**config.mk**
```make
export PLATFORM = sky130hd
export DESIGN_NAME = rgb_to_hsl_240
export DESIGN_NICKNAME = d
export VERILOG_FILES = /design/src/rtl/rgbhsl_pkg.sv /design/src/rtl/rgbhsl_front.sv /design/src/rtl/rgbhsl_div_stage.sv /design/src/rtl/rgb_to_hsl_240.sv
export SDC_FILE = /design/constraint.sdc
export NUM_CORES = 1
export LEC_CHECK = 0
export BUFFER_PORTS_ARGS = -buffer_cell sky130_fd_sc_hd__buf_2
export CORE_UTILIZATION = 59
export CTS_BUF_LIST = sky130_fd_sc_hd__clkbuf_16
export DETAILED_ROUTE_END_ITERATION = 12
export GPL_ROUTABILITY_DRIVEN = 0
export PLACE_DENSITY = 0.79
export REMOVE_ABC_BUFFERS = 1
export SYNTH_ARGS = -nofsm -noshare
export SYNTH_HDL_FRONTEND = slang
export SYNTH_SLANG_ARGS = --single-unit
export TNS_END_PERCENT = 50
```
**constraint.sdc**
```tcl
create_clock -name clk -period 11.2 [get_ports clk]
set_input_delay 2.24 -clock clk [delete_from_list [all_inputs] [get_ports clk]]
set_output_delay 2.24 -clock clk [all_outputs]
set_load 0.02 [all_outputs]
```
**src/rtl/rgbhsl_pkg.sv**
```systemverilog
`timescale 1ns / 1ps
// ----------------------------------------------------------------------------
// rgbhsl_pkg
// Shared types and constants for the 8-bit RGB to 0..240 HSL converter.
// ----------------------------------------------------------------------------
package rgbhsl_pkg;

  // one restoring-division lane: partial remainder, dividend bits shifting out
  // at the top of acc while quotient bits shift in at the bottom
  typedef struct packed {
    logic [7:0] rem;
    logic [7:0] acc;
    logic [7:0] den;
  } lane_t;

  typedef struct packed {
    lane_t      hue;
    lane_t      sat;
    logic       gray;
    logic [7:0] light;
  } pix_t;

  // quotient bits resolved per pipeline stage, and stage count for 8 bits
  localparam int DIV_BITS_PER_STAGE = 2;
  localparam int DIV_STAGES         = 8 / DIV_BITS_PER_STAGE;

  localparam logic [7:0] SAT_SCALE = 8'd240;
  localparam logic [8:0] HALF_SUM  = 9'd255;
  localparam logic [8:0] FULL_SUM  = 9'd510;

  // 8/17 ~= 241/512, exact after truncation for sums up to 510
  localparam logic [7:0] L_RECIP = 8'd241;

  localparam logic signed [17:0] HUE_STEP   = 18'sd40;
  localparam logic signed [17:0] HUE_G_BASE = 18'sd80;
  localparam logic signed [17:0] HUE_B_BASE = 18'sd160;
  localparam logic signed [17:0] HUE_WRAP   = 18'sd240;

endpackage

```
**src/rtl/rgbhsl_front.sv**
```systemverilog
`timescale 1ns / 1ps
// ----------------------------------------------------------------------------
// rgbhsl_front
// First pipeline stage: max/min, lightness, and dividends/divisors for the
// hue and saturation divisions.
// ----------------------------------------------------------------------------
module rgbhsl_front (
  input  logic              clk,
  input  logic              rst_n,
  input  logic              en,
  input  logic              valid_in,
  input  logic [7:0]        red,
  input  logic [7:0]        green,
  input  logic [7:0]        blue,
  output logic              valid_out,
  output rgbhsl_pkg::pix_t  pix_out
);

  logic                    rmax;
  logic                    gmax;
  logic [7:0]              mx;
  logic [7:0]              mn;
  logic [7:0]              d;
  logic [8:0]              sum;
  logic [8:0]              den_w;
  logic [7:0]              den;
  logic [15:0]             sat_num;
  logic [16:0]             light_p;
  logic signed [17:0]      rs;
  logic signed [17:0]      gs;
  logic signed [17:0]      bs;
  logic signed [17:0]      ds;
  logic signed [17:0]      num_s;
  logic [15:0]             hue_num;
  logic                    valid_r;
  rgbhsl_pkg::pix_t        pix_r;
  rgbhsl_pkg::pix_t        pix_nxt;

  always_comb begin
    // ties: red wins over green, green over blue
    rmax = (red >= green) && (red >= blue);
    gmax = (green >= blue);
    if (rmax) begin
      mx = red;
    end else if (gmax) begin
      mx = green;
    end else begin
      mx = blue;
    end
    if ((red <= green) && (red <= blue)) begin
      mn = red;
    end else if (green <= blue) begin
      mn = green;
    end else begin
      mn = blue;
    end

    d     = mx - mn;
    sum   = {1'b0, mx} + {1'b0, mn};
    den_w = rgbhsl_pkg::FULL_SUM - sum;
    den   = (sum < rgbhsl_pkg::HALF_SUM) ? sum[7:0] : den_w[7:0];

    sat_num = 16'(d) * 16'(rgbhsl_pkg::SAT_SCALE);
    light_p = 17'(sum) * 17'(rgbhsl_pkg::L_RECIP);

    rs = signed'({10'b0, red});
    gs = signed'({10'b0, green});
    bs = signed'({10'b0, blue});
    ds = signed'({10'b0, d});

    if (rmax) begin
      num_s = rgbhsl_pkg::HUE_STEP * (gs - bs);
      if (num_s < 0) begin
        num_s = num_s + rgbhsl_pkg::HUE_WRAP * ds;
      end
    end else if (gmax) begin
      num_s = rgbhsl_pkg::HUE_G_BASE * ds + rgbhsl_pkg::HUE_STEP * (bs - rs);
    end else begin
      num_s = rgbhsl_pkg::HUE_B_BASE * ds + rgbhsl_pkg::HUE_STEP * (rs - gs);
    end
    // non-negative and below 240*d here
    hue_num = num_s[15:0];

    pix_nxt.hue.rem = hue_num[15:8];
    pix_nxt.hue.acc = hue_num[7:0];
    pix_nxt.hue.den = d;
    pix_nxt.sat.rem = sat_num[15:8];
    pix_nxt.sat.acc = sat_num[7:0];
    pix_nxt.sat.den = den;
    pix_nxt.gray    = (d == 8'd0);
    pix_nxt.light   = light_p[16:9];
  end

  always_ff @(posedge clk) begin
    if (!rst_n) begin
      valid_r <= 1'b0;
    end else if (en) begin
      valid_r <= valid_in;
    end
  end

  always_ff @(posedge clk) begin
    if (en) begin
      pix_r <= pix_nxt;
    end
  end

  assign valid_out = valid_r;
  assign pix_out   = pix_r;

endmodule

```
**src/rtl/rgbhsl_div_stage.sv**
```systemverilog
`timescale 1ns / 1ps
// ----------------------------------------------------------------------------
// rgbhsl_div_stage
// One divider pipeline stage: two restoring steps on the hue and the
// saturation lanes, lightness and gray flag carried along.
// ----------------------------------------------------------------------------
module rgbhsl_div_stage (
  input  logic              clk,
  input  logic              rst_n,
  input  logic              en,
  input  logic              valid_in,
  input  rgbhsl_pkg::pix_t  pix_in,
  output logic              valid_out,
  output rgbhsl_pkg::pix_t  pix_out
);

  function automatic rgbhsl_pkg::lane_t div_step(input rgbhsl_pkg::lane_t l);
    logic [8:0]         t;
    logic [8:0]         diff;
    rgbhsl_pkg::lane_t  o;
    t     = {l.rem, l.acc[7]};
    diff  = t - {1'b0, l.den};
    o.den = l.den;
    if (t >= {1'b0, l.den}) begin
      o.rem = diff[7:0];
      o.acc = {l.acc[6:0], 1'b1};
    end else begin
      o.rem = t[7:0];
      o.acc = {l.acc[6:0], 1'b0};
    end
    return o;
  endfunction

  logic              valid_r;
  rgbhsl_pkg::pix_t  pix_r;
  rgbhsl_pkg::pix_t  pix_nxt;

  always_comb begin
    pix_nxt = pix_in;
    for (int i = 0; i < rgbhsl_pkg::DIV_BITS_PER_STAGE; i++) begin
      pix_nxt.hue = div_step(pix_nxt.hue);
      pix_nxt.sat = div_step(pix_nxt.sat);
    end
  end

  always_ff @(posedge clk) begin
    if (!rst_n) begin
      valid_r <= 1'b0;
    end else if (en) begin
      valid_r <= valid_in;
    end
  end

  always_ff @(posedge clk) begin
    if (en) begin
      pix_r <= pix_nxt;
    end
  end

  assign valid_out = valid_r;
  assign pix_out   = pix_r;

endmodule

```
**src/rtl/rgb_to_hsl_240.sv**
```systemverilog
`timescale 1ns / 1ps
// ----------------------------------------------------------------------------
// rgb_to_hsl_240
// 8-bit RGB pixel to hue / saturation / lightness on a 0..240 scale.
// ----------------------------------------------------------------------------
//  channel | ports                                   | handshake
//  --------+-----------------------------------------+----------------
//  in      | in_red, in_green, in_blue               | in_valid/in_ready
//  out     | out_hue, out_saturation, out_lightness  | out_valid/out_ready
//
//  one pixel per clock while out_ready does not stall the output; pipeline of a
//  front stage plus four divider stages, each resolving two quotient bits of both divisions
//  the output register is the last divider stage
//  a stall on out_ready freezes the whole pipeline; bubbles move forward
//  synchronous active-low reset clears the stage valid bits only
// ----------------------------------------------------------------------------
module rgb_to_hsl_240 (
  input  logic       clk,
  input  logic       rst_n,
  input  logic       in_valid,
  output logic       in_ready,
  input  logic [7:0] in_red,
  input  logic [7:0] in_green,
  input  logic [7:0] in_blue,
  output logic       out_valid,
  input  logic       out_ready,
  output logic [7:0] out_hue,
  output logic [7:0] out_saturation,
  output logic [7:0] out_lightness
);

  localparam int NS = rgbhsl_pkg::DIV_STAGES;

  logic              en;
  logic              v [NS+1];
  rgbhsl_pkg::pix_t  p [NS+1];

  // pipeline moves unless a finished result waits for transfer
  assign en       = !v[NS] || out_ready;
  assign in_ready = en;

  rgbhsl_front u_front (
    .clk       (clk),
    .rst_n     (rst_n),
    .en        (en),
    .valid_in  (in_valid),
    .red       (in_red),
    .green     (in_green),
    .blue      (in_blue),
    .valid_out (v[0]),
    .pix_out   (p[0])
  );

  for (genvar k = 0; k < NS; k++) begin : g_div
    rgbhsl_div_stage u_stage (
      .clk       (clk),
      .rst_n     (rst_n),
      .en        (en),
      .valid_in  (v[k]),
      .pix_in    (p[k]),
      .valid_out (v[k+1]),
      .pix_out   (p[k+1])
    );
  end

  assign out_valid      = v[NS];
  assign out_hue        = p[NS].gray ? 8'd0 : p[NS].hue.acc;
  assign out_saturation = p[NS].gray ? 8'd0 : p[NS].sat.acc;
  assign out_lightness  = p[NS].light;

endmodule
```
### Yosys cells after proc, flatten, opt, wreduce, memory -nomap -nowiden

Cells that the tools add are included.

* bits in latches: 0
* flip-flop bits (word level): 254
* word-level logic and storage cells: 127
* output and inout port bits: 26
* input bits: 28
* memories: 0
* bits in writable memories: 0
* memory bits (read-only): 0

* reductions and logical operators: 5
* multiply operators: 8
* bitwise logic cells: 0
* shift-type cells: 0
* divide/modulo/power cells: 0
* equal/unequal tests: 0
* magnitude comparators: 24
* multiplexer cells: 26
* add/sub/neg operators: 23

Operators with widths (count)
* 16-bit two-way mux: 17
* 9-bit by 8-bit greater-or-equal comparator with 1-bit output: 16
* 8-bit subtractor: 15
* 8-bit two-way mux: 7
* 16-bit adder: 3
* 4-bit by 18-bit multiplier with 13-bit output, first input constant: 2
* 8-bit by 8-bit subtractor with 9-bit output: 3
* 8-bit greater-or-equal comparator: 3
* 8-bit less-or-equal comparator: 3
* 3-bit by 8-bit multiplier with 11-bit output, first input constant: 2
* 9-bit by 8-bit multiplier with 17-bit output, second input constant: 1
* 16-bit by 1-bit less-than comparator with 1-bit output, second input constant: 1
* 4-bit by 9-bit multiplier with 13-bit output, first input constant: 1
* 4-bit by 8-bit multiplier with 12-bit output, first input constant: 1
* 8-bit by 4-bit multiplier with 12-bit output, second input constant: 1
* 8-bit by 8-bit adder with 9-bit output: 1
* 9-bit by 8-bit less-than comparator with 1-bit output, second input constant: 1
* 8-bit zero test: 1
* 8-bit subtractor, first input constant: 1
* 1-bit logical AND: 2
* 1-bit two-way mux: 2
* 1-bit zero test: 1
* 1-bit logical OR: 1

### Depth between registers and ports, before layout

Gate-level depths: netlist of run 1.

* depth in word-level cells: 8
* mapped depth: 38
* mapped depth without buffers: 36

### Cells and area by module

From an unflattened synthesis of run 1, not the netlist that was laid out.

* cell total of the unflattened synthesis: 2212
* area, all modules: 23551.3 µm²

Modules (own cells, without submodules)
* rgbhsl_front: instances 1, sequential area each 1461.4 µm², cells an instance 1012, area each 9059.9 µm²
* rgbhsl_div_stage (g_div[0].u_stage ...): instances 2, sequential area each 1731.7 µm², cells an instance 298, area each 3587.2 µm²
* rgbhsl_div_stage (g_div[1].u_stage ...): instances 2, sequential area each 1731.7 µm², cells an instance 293, area each 3583.4 µm²
* rgb_to_hsl_240: instances 1, sequential area each 0.0 µm², cells an instance 18, area each 150.1 µm²

### Least setup slack after synthesis of run 1

No wires, ideal clock.

* kind: input -> output
* start: input port out_ready
* end: output port in_ready
* buffers on the path: 1
* path slack: 0.280 ns
* data arrival time: 8.680 ns
* required time: 8.960 ns
* cell stages on the path: 2
* cells stage by stage: nand2b_1 > clkbuf_1

* cells in the longest elaborated chain, start to end: 1

Ends and longest elaborated chain
* start: declaration: RTL line rgb_to_hsl_240.sv:26 `input logic out_ready,`
* 1-bit logical OR: RTL line rgb_to_hsl_240.sv:39 `assign en = !v[NS] || out_ready;`
* end: declaration: RTL line rgb_to_hsl_240.sv:21 `output logic in_ready,`

Every way passes these cells.

### Worst setup path after layout of run 1

* start: input port in_green[1]
* end: register u_front.pix_r, in the netlist u_front.pix_out[55] (data pin)

* cells in the longest elaborated chain, start to end: 8
* elaborated cells on any way between the ends: 25
* those cells by class: add/sub (6); mul (5); order compare (5); mux (7); reduce/logical (2)

Ends and longest elaborated chain
* start: declaration: RTL line rgb_to_hsl_240.sv:23 `input logic [7:0] in_green,`
* 8-bit greater-or-equal comparator (tied with other cells): RTL line rgbhsl_front.sv:42 `gmax = (green >= blue);`
* 8-bit two-way mux (tied with other cells): RTL line rgbhsl_front.sv:45 `end else if (gmax) begin`
* 8-bit two-way mux (on tied branches): RTL line rgbhsl_front.sv:43, rgbhsl_front.sv:50
* 8-bit subtractor *: RTL line rgbhsl_front.sv:58 `d = mx - mn;`
* net u_front.d[6]: RTL line rgbhsl_front.sv:23 `logic [7:0] d;`
* 3-bit by 8-bit multiplier with 11-bit output / 4-bit by 8-bit multiplier with 12-bit output (equally long branches): RTL line rgbhsl_front.sv:77, rgbhsl_front.sv:79, rgbhsl_front.sv:74
* 16-bit adder (on tied branches): RTL line rgbhsl_front.sv:79, rgbhsl_front.sv:74, rgbhsl_front.sv:77
* 16-bit two-way mux (on tied branches): RTL line rgbhsl_front.sv:76, rgbhsl_front.sv:73
* 16-bit two-way mux *: RTL line rgbhsl_front.sv:71 `if (rmax) begin`
* net u_front.num_s[14]: RTL line rgbhsl_front.sv:33 `logic signed [17:0] num_s;`
* end signal: assignment: RTL line rgbhsl_front.sv:104 `pix_r <= pix_nxt;`
* end: declaration: RTL line rgbhsl_front.sv:36 `rgbhsl_pkg::pix_t pix_r;`

The timed path passes the listed nets; every way through them passes the cells marked *.
A chain may end at the register's enable or synchronous reset.

==> results of run 1 <==
state kept, by name (all words and copies together), names as in the netlist, named ones only:
register                 flops
u_front.valid_out            1
u_front.pix_out             48
g_div.u_stage.valid_out      4
g_div.u_stage.pix_out      173
critical path: cells and delay by family:
family / cells / cell delay [ns]
adders and majority gates: 7 / 2.44
AOI/OAI and AO/OA: 11 / 2.33
and+or+nand+nor: 9 / 1.44
xor gates and xnor gates: 2 / 1.05
buffers and inverters: 6 / 0.66
muxes: 1 / 0.23
layer usage:
metal | global-route usage | share of wire | up-vias
met5 | 0 | 0 | -
met1 | 0.274 | 0.42 | 6910
met3 | 0.0193 | 0.032 | 83
li1 | - | - | 7235
met4 | 0.0881 | 0.036 | 0
met2 | 0.444 | 0.51 | 280
logic make-up after synthesis:
logic type,count (synthesis),share of synthesized area
compound gates,416,0.136
xor+xnor,165,0.0705
fa+ha+maj,361,0.237
buf+inv,270,0.0517
flops,227,0.328
mux,144,0.0757
other cells,1,0.000182
simple gates,413,0.101
path summary, 6_finish.rpt:
check | endpoint | start
max | u_front.pix_out[55] | in_green[1]
min reg2reg | g_div[2].u_stage.pix_out[46] | g_div[1].u_stage.pix_out[44]
max reg2reg | g_div[1].u_stage.pix_out[28] | g_div[0].u_stage.pix_out[10]
min | g_div[2].u_stage.pix_out[46] | g_div[1].u_stage.pix_out[44]
placed cells by master (no fill, tap or decap), drive strengths merged, types with 14 or more instances in the layout:
master    n
ha      312
inv     244
edfxtp  222
nor2    139
a21oi   119
xnor2   118
o21ai   110
mux2     95
nor2b    63
buf      60
nand2    58
mux2i    49
fa       49
xor2     47
a21o     37
nor3     28
nand4    25
o21a     24
clkbuf   23
or2      22
a21boi   22
nand3    20
o21bai   20
nand2b   16
a211oi   15
o41ai    14
cell usage after synthesis (all sizes together) (16+ instances only):
cell type    n  share of area
inv        241          0.044
o21a        24         0.0087
a21boi      22         0.0082
ha         312           0.19
nand2b      16         0.0049
nand2       58          0.011
fa          49          0.048
mux2        95          0.052
nor3        28         0.0068
xor2        47          0.020
or2         22         0.0067
o21ai      110          0.028
a21oi      119          0.030
nand4       25         0.0076
edfxtp     222           0.32
mux2i       49          0.024
nor2b       63          0.019
a21o        37          0.013
nand3       20         0.0049
xnor2      118          0.050
buf         21         0.0064
nor2       139          0.025
o21bai      20         0.0073
layout make-up:
cell class / instances / area, um2 / area share
multi-input cells: 1500 / 12800 / 0.580
flip-flops and latches: 227 / 6770 / 0.307
inverters: 241 / 905 / 0.0410
clock buffers: 23 / 576 / 0.0261
well taps: 455 / 569 / 0.0258
repair buffers: 60 / 318 / 0.0144
clock inverters: 17 / 135 / 0.00612
stage by stage:
stage / cell area (um2) / utilization / std cells / setup TNS [ns] / hold slack (ns)
2_1_floorplan: 20500 / - / 1968 / -4.29 / 0.400
3_3_place_gp: 21400 / 0.620 / 2483 / 0 / 0.401
3_5_place_dp: 21400 / 0.620 / 2483 / 0 / 0.405
4_1_cts: 22100 / 0.640 / 2523 / 0 / 0.416
5_1_grt: 22100 / 0.640 / 2523 / 0 / 0.420
6_report: 22100 / 0.640 / 2523 / 0 / 0.415
==> summary.md, run 1 <==
| Metric | Value |
|---|---|
| Row cnt | 68 |
| Final hold viol count | 0 |
| PostCTS Resize Cnt | 0 |
| Die footprint | 35700 um2 |
| CTS tree | built |
| Post-Syn Instances | 1997 |
| Clock transition at the registers of the reported paths | 0.06 ns |
| Post-route ant nets | 0 |
| Htree depth | 1 |
| Clk sinks | 227 |
| Width of the chip | 189 um |
| Actual slew at the worst max-slew pin | 1.12 ns |
| Hold buffer count at cts | 0 |
| Largest net degree at the start of global routing | 83 |
| Number of global-route vias before repair | 15000 |
| Initial Utilization | 0.598 |
| Routed len/inst | 16.3 um |
| Post-DP HPWL | 33.4 mm |
| Total setup buffers inserted after CTS | 0 |
| Ant. Diodes | 0 |
| DR iter-0 viols | 782 |
| Max Cap Violations | 0 |
| Synth cell types | 80 |
| Initial antenna violation count | 0 |
| Main synth FF type | edfxtp_1 |
| Fin worst setup slack | 0.993 ns |
| RSZ-0062 raised after global routing | no |
| CP arrival | 10.43 ns |
| Crit path largest cell delay | 0.77 ns |
| Seq/Total Area, Yosys | 0.328 |
| Slowest-stage cell, CP | xnor2_1 |
| Worst min-delay path class | reg2reg |
| Post-synth ARST share | 0 |
| CTS Buf Count | 23 |
| Worst slew margin | 0.246 |
| Worst Path Required | 11.42 ns |
| DRC | 0 |
| Yosys reg bits | 227 |
| Root buf cell | clkbuf_16 |
| Detailed Routing Iterations Pass 1 | 5 |
| First-pass GRT wire length | 69.4 mm |
| Synth Cell Area | 20600 um2 |
| FF-to-FF path depth | 19 |
| Buffers on Ports | 53 |
| Grt total ovfl | 0 |
| Final WL | 41.2 mm |
| CP Launch Type | input pin |
| Final setup vio count | 0 |
| Drt via density | 5.75 |
| Crit Path Class | in2reg |
| Syn Area/Cell | 10.3 um2 |
| Post-synth EDFFs | 222 |
| Syn-to-layout area delta | 7.06% |
| Total track usage | 0.235 |
| Dpl ws | 0.665 ns |
| Status | completed |
| Core area | 34500 um2 |
| Crit-path max FO | 14 |
| Max clock buf depth | 3 |
| Synth warnings | 0 |
| Fill cells | 2699 |
| Max-slew violation count | 0 |
| Period utilization | 0.911 |
| Chip Height | 189 um |
| Via count | 14500 |
| Internal reg-to-reg setup slack | 5.63 ns |
| Layout cells sized above 1 | 0.119 |
| Setup crit end kind | flip-flop |
| Hold-critical path depth | 0 |
| Nets | 2442 |
| Clk_lat worst skew | 0.50 ns |
| Final Skew | 0.00721 ns |
| Fmax | 98.0 MHz |
| Top Ports | 54 |
| Final min period | 10.21 ns |
Power of run 1 is not shown: default switching activity piles up to over one toggle a cycle in this logic, so the estimate is an artifact.
==> inputs of run 2 (changes only) <==
Settings changed: ABC_AREA set to 1, REMOVE_ABC_BUFFERS 1 to unset.
==> run 2 against run 1 <==
  * Maximum frequency is 10% higher
  * Via count is 14% higher
  * Critical path depth is 1 higher
==> summary.md, run 2 <==
| Metric | Value |
|---|---|
| Status | completed (unchanged) |
| RR Endpoint | g_div[2].u_stage.pix_out[51] (was g_div[1].u_stage.pix_out[28]) |
| Nets | 2895 (was 2442) |
| Row cnt | 68 (unchanged) |
| Max Cap Violations | 0 (unchanged) |
| Crit-path max FO | 31 (was 14) |
| Post-route ant nets | 0 (unchanged) |
| Final hold viol count | 0 (unchanged) |
| Max clock buf depth | 3 (unchanged) |
| First-pass GRT wire length | 74.4 mm (was 69.4 mm) |
| CP arrival | 9.52 ns (was 10.43 ns) |
| Hold buffer count at cts | 0 (unchanged) |
| Setup crit end kind | flip-flop (unchanged) |
| Detailed Routing Iterations Pass 1 | 5 (unchanged) |
| Synth cell types | 63 (was 80) |
| Clk_lat worst skew | 0.51 ns (was 0.50 ns) |
| Synth top area cells | edfxtp_1, ha_1, nand2_1, inv_1, fa_1 (was edfxtp_1, ha_1, mux2_2, xnor2_1, fa_1) |
| DRC | 0 (unchanged) |
| Final setup vio count | 0 (unchanged) |
| Via count | 16500 (was 14500) |
| Top cells by count, synth | nand2_1, inv_1, ha_1 (was ha_1, inv_1, edfxtp_1) |
| Ant. Diodes | 0 (unchanged) |
| Initial antenna violation count | 0 (unchanged) |
| Max-slew violation count | 0 (unchanged) |
| Fill cells | 2789 (was 2699) |
| RSZ-0062 raised after global routing | no (unchanged) |
| Worst r2r src | g_div[1].u_stage.pix_out[9] (was g_div[0].u_stage.pix_out[10]) |
| Routed len/inst | 14.8 um (was 16.3 um) |
| Slowest-stage cell, CP | xor2_1 (was xnor2_1) |
| Post-DP HPWL | 36.0 mm (was 33.4 mm) |
| Syn-to-layout area delta | 6.64% (was 7.06%) |
| DR iter-0 viols | 873 (was 782) |
| Clk sinks | 227 (unchanged) |
| Htree depth | 1 (unchanged) |
| Syn Area/Cell | 8.55 um2 (was 10.3 um2) |
| Most common cell after layout, fill and taps aside | nand2_1 (was ha_1) |
| Width of the chip | 191 um (was 189 um) |
| Top Ports | 54 (unchanged) |
| Post-synth ARST share | 0 (unchanged) |
| Syn Nets | 2848 |
| Core area | 34800 um2 (was 34500 um2) |
| Number of global-route vias before repair | 16600 (was 15000) |
| Fmax | 108 MHz (was 98.0 MHz) |
| Crit path largest cell delay | 0.59 ns (was 0.77 ns) |
| Die footprint | 36400 um2 (was 35700 um2) |
| Largest register FFs | 173 (unchanged) |
| Crit Path Class | in2reg (unchanged) |
| Main synth FF type | edfxtp_1 (unchanged) |
| Final Skew | 0.00953 ns (was 0.00721 ns) |
| Total setup buffers inserted after CTS | 0 (unchanged) |
| FF-to-FF path depth | 20 (was 19) |
| PostCTS Resize Cnt | 0 (unchanged) |
| Setup TNS Final | 0 ns (unchanged) |
| CTS Buf Count | 23 (unchanged) |
| Worst min-delay path class | reg2reg (unchanged) |
| Post-synth EDFFs | 222 (unchanged) |
| Internal reg-to-reg setup slack | 7.02 ns (was 5.63 ns) |
| Synth area leader | edfxtp_1 (unchanged) |
| Post-Syn Instances | 2459 (was 1997) |
| Actual slew at the worst max-slew pin | 0.875 ns (was 1.12 ns) |
| Root buf cell | clkbuf_16 (unchanged) |
| CP Launch Type | input pin (unchanged) |
| Seq/Total Area, Yosys | 0.322 (was 0.328) |
| Drt via density | 5.55 (was 5.75) |
| Final core utilization | 0.644 (was 0.640) |
| Synth warnings | 0 (unchanged) |
| Worst Path Required | 11.46 ns (was 11.42 ns) |
| Most frequent cells in the layout | nand2_1, inv_1, ha_1 (was ha_1, inv_1, edfxtp_1) |
| Count leader, synth | nand2_1 (was ha_1) |
| Total track usage | 0.247 (was 0.235) |
| HP Start | g_div[2].u_stage.pix_out[46] (was g_div[1].u_stage.pix_out[44]) |
| Initial Utilization | 0.604 (was 0.598) |
| Grt total ovfl | 0 (unchanged) |
| Chip Height | 191 um (was 189 um) |
| Yosys reg bits | 227 (unchanged) |
| Clock transition at the registers of the reported paths | 0.06 ns (about the same) |
| Worst slew margin | 0.414 (was 0.246) |
| CTS tree | built (unchanged) |
| Period utilization | 0.826 (was 0.911) |
| Final min period | 9.25 ns (was 10.21 ns) |
| End of the worst hold path | g_div[3].u_stage.pix_out[48] (was g_div[2].u_stage.pix_out[46]) |
| Buffers on Ports | 53 (unchanged) |
| Synth Cell Area | 21000 um2 (was 20600 um2) |
| Final WL | 43.9 mm (was 41.2 mm) |
| Share of the synthesized area in the top cell type | 0.317 (was 0.323) |
| Layout cells sized above 1 | 0.0714 (was 0.119) |
| Hold-critical path depth | 0 (unchanged) |
| Largest net degree at the start of global routing | 108 (was 83) |
-- run 2: cell families after synthesis --
logic type,synth area share
muxes,0.00161
DFF,0.322
other,0.000178
buffers and inverters,0.0906
AOI/OAI and AO/OA,0.126
adders and majority gates,0.232
and+or+nand+nor,0.161
xor gates and xnor gates,0.0665
-- run 2: per-layer routing --
| layer | up-vias | track usage | wire length, um |
|---|---|---|---|
| met5 | - | 0 | 0 |
| met4 | 0 | 0.0960 | 1530 |
| met3 | 115 | 0.0241 | 1980 |
| met2 | 454 | 0.463 | 22200 |
| met1 | 7623 | 0.286 | 18200 |
| li1 | 8342 | - | - |
-- run 2: worst max path at each step --
stage	start	end	slack, ns
finish	in_blue[2]	u_front.pix_out[56]	1.95
global route	in_blue[6]	u_front.pix_out[56]	1.27
CTS	in_blue[2]	u_front.pix_out[56]	2.01
detailed placement	in_blue[2]	u_front.pix_out[6]	1.50
global placement	in_blue[2]	u_front.pix_out[6]	1.74
floorplan	out_ready	in_ready	2.18
-- run 2: per-stage QoR --
step	hold WS (ns)	cells	setup slack, ns	cell area (um2)
2_1_floorplan	0.400	2459	2.18	21000
3_3_place_gp	0.401	2936	1.74	21600
3_5_place_dp	0.405	2936	1.50	21600
4_1_cts	0.415	2977	2.01	22400
5_1_grt	0.418	2977	1.27	22400
6_report	0.412	2977	1.95	22400
-- run 2: layout make-up --
| class | count | area, um2 | area share |
|---|---|---|---|
| Inverter | 440 | 1670 | 0.0745 |
| Clock inverter | 18 | 198 | 0.00882 |
| Multi-Input combinational cell | 1758 | 12300 | 0.551 |
| Sequential cell | 227 | 6770 | 0.302 |
| Timing Repair Buffer | 56 | 288 | 0.0128 |
| Tap cell | 455 | 569 | 0.0254 |
| Clock buffer | 23 | 576 | 0.0257 |
-- run 2: worst max-delay path, delay by kind of cell --
kind            cells  cell delay, ns
fa+ha+maj           7            2.49
compound gates     10            1.66
simple gates       10            1.16
buf+inv             8            1.06
xor+xnor            2            0.90
Power of run 2 is left out for the same reason.
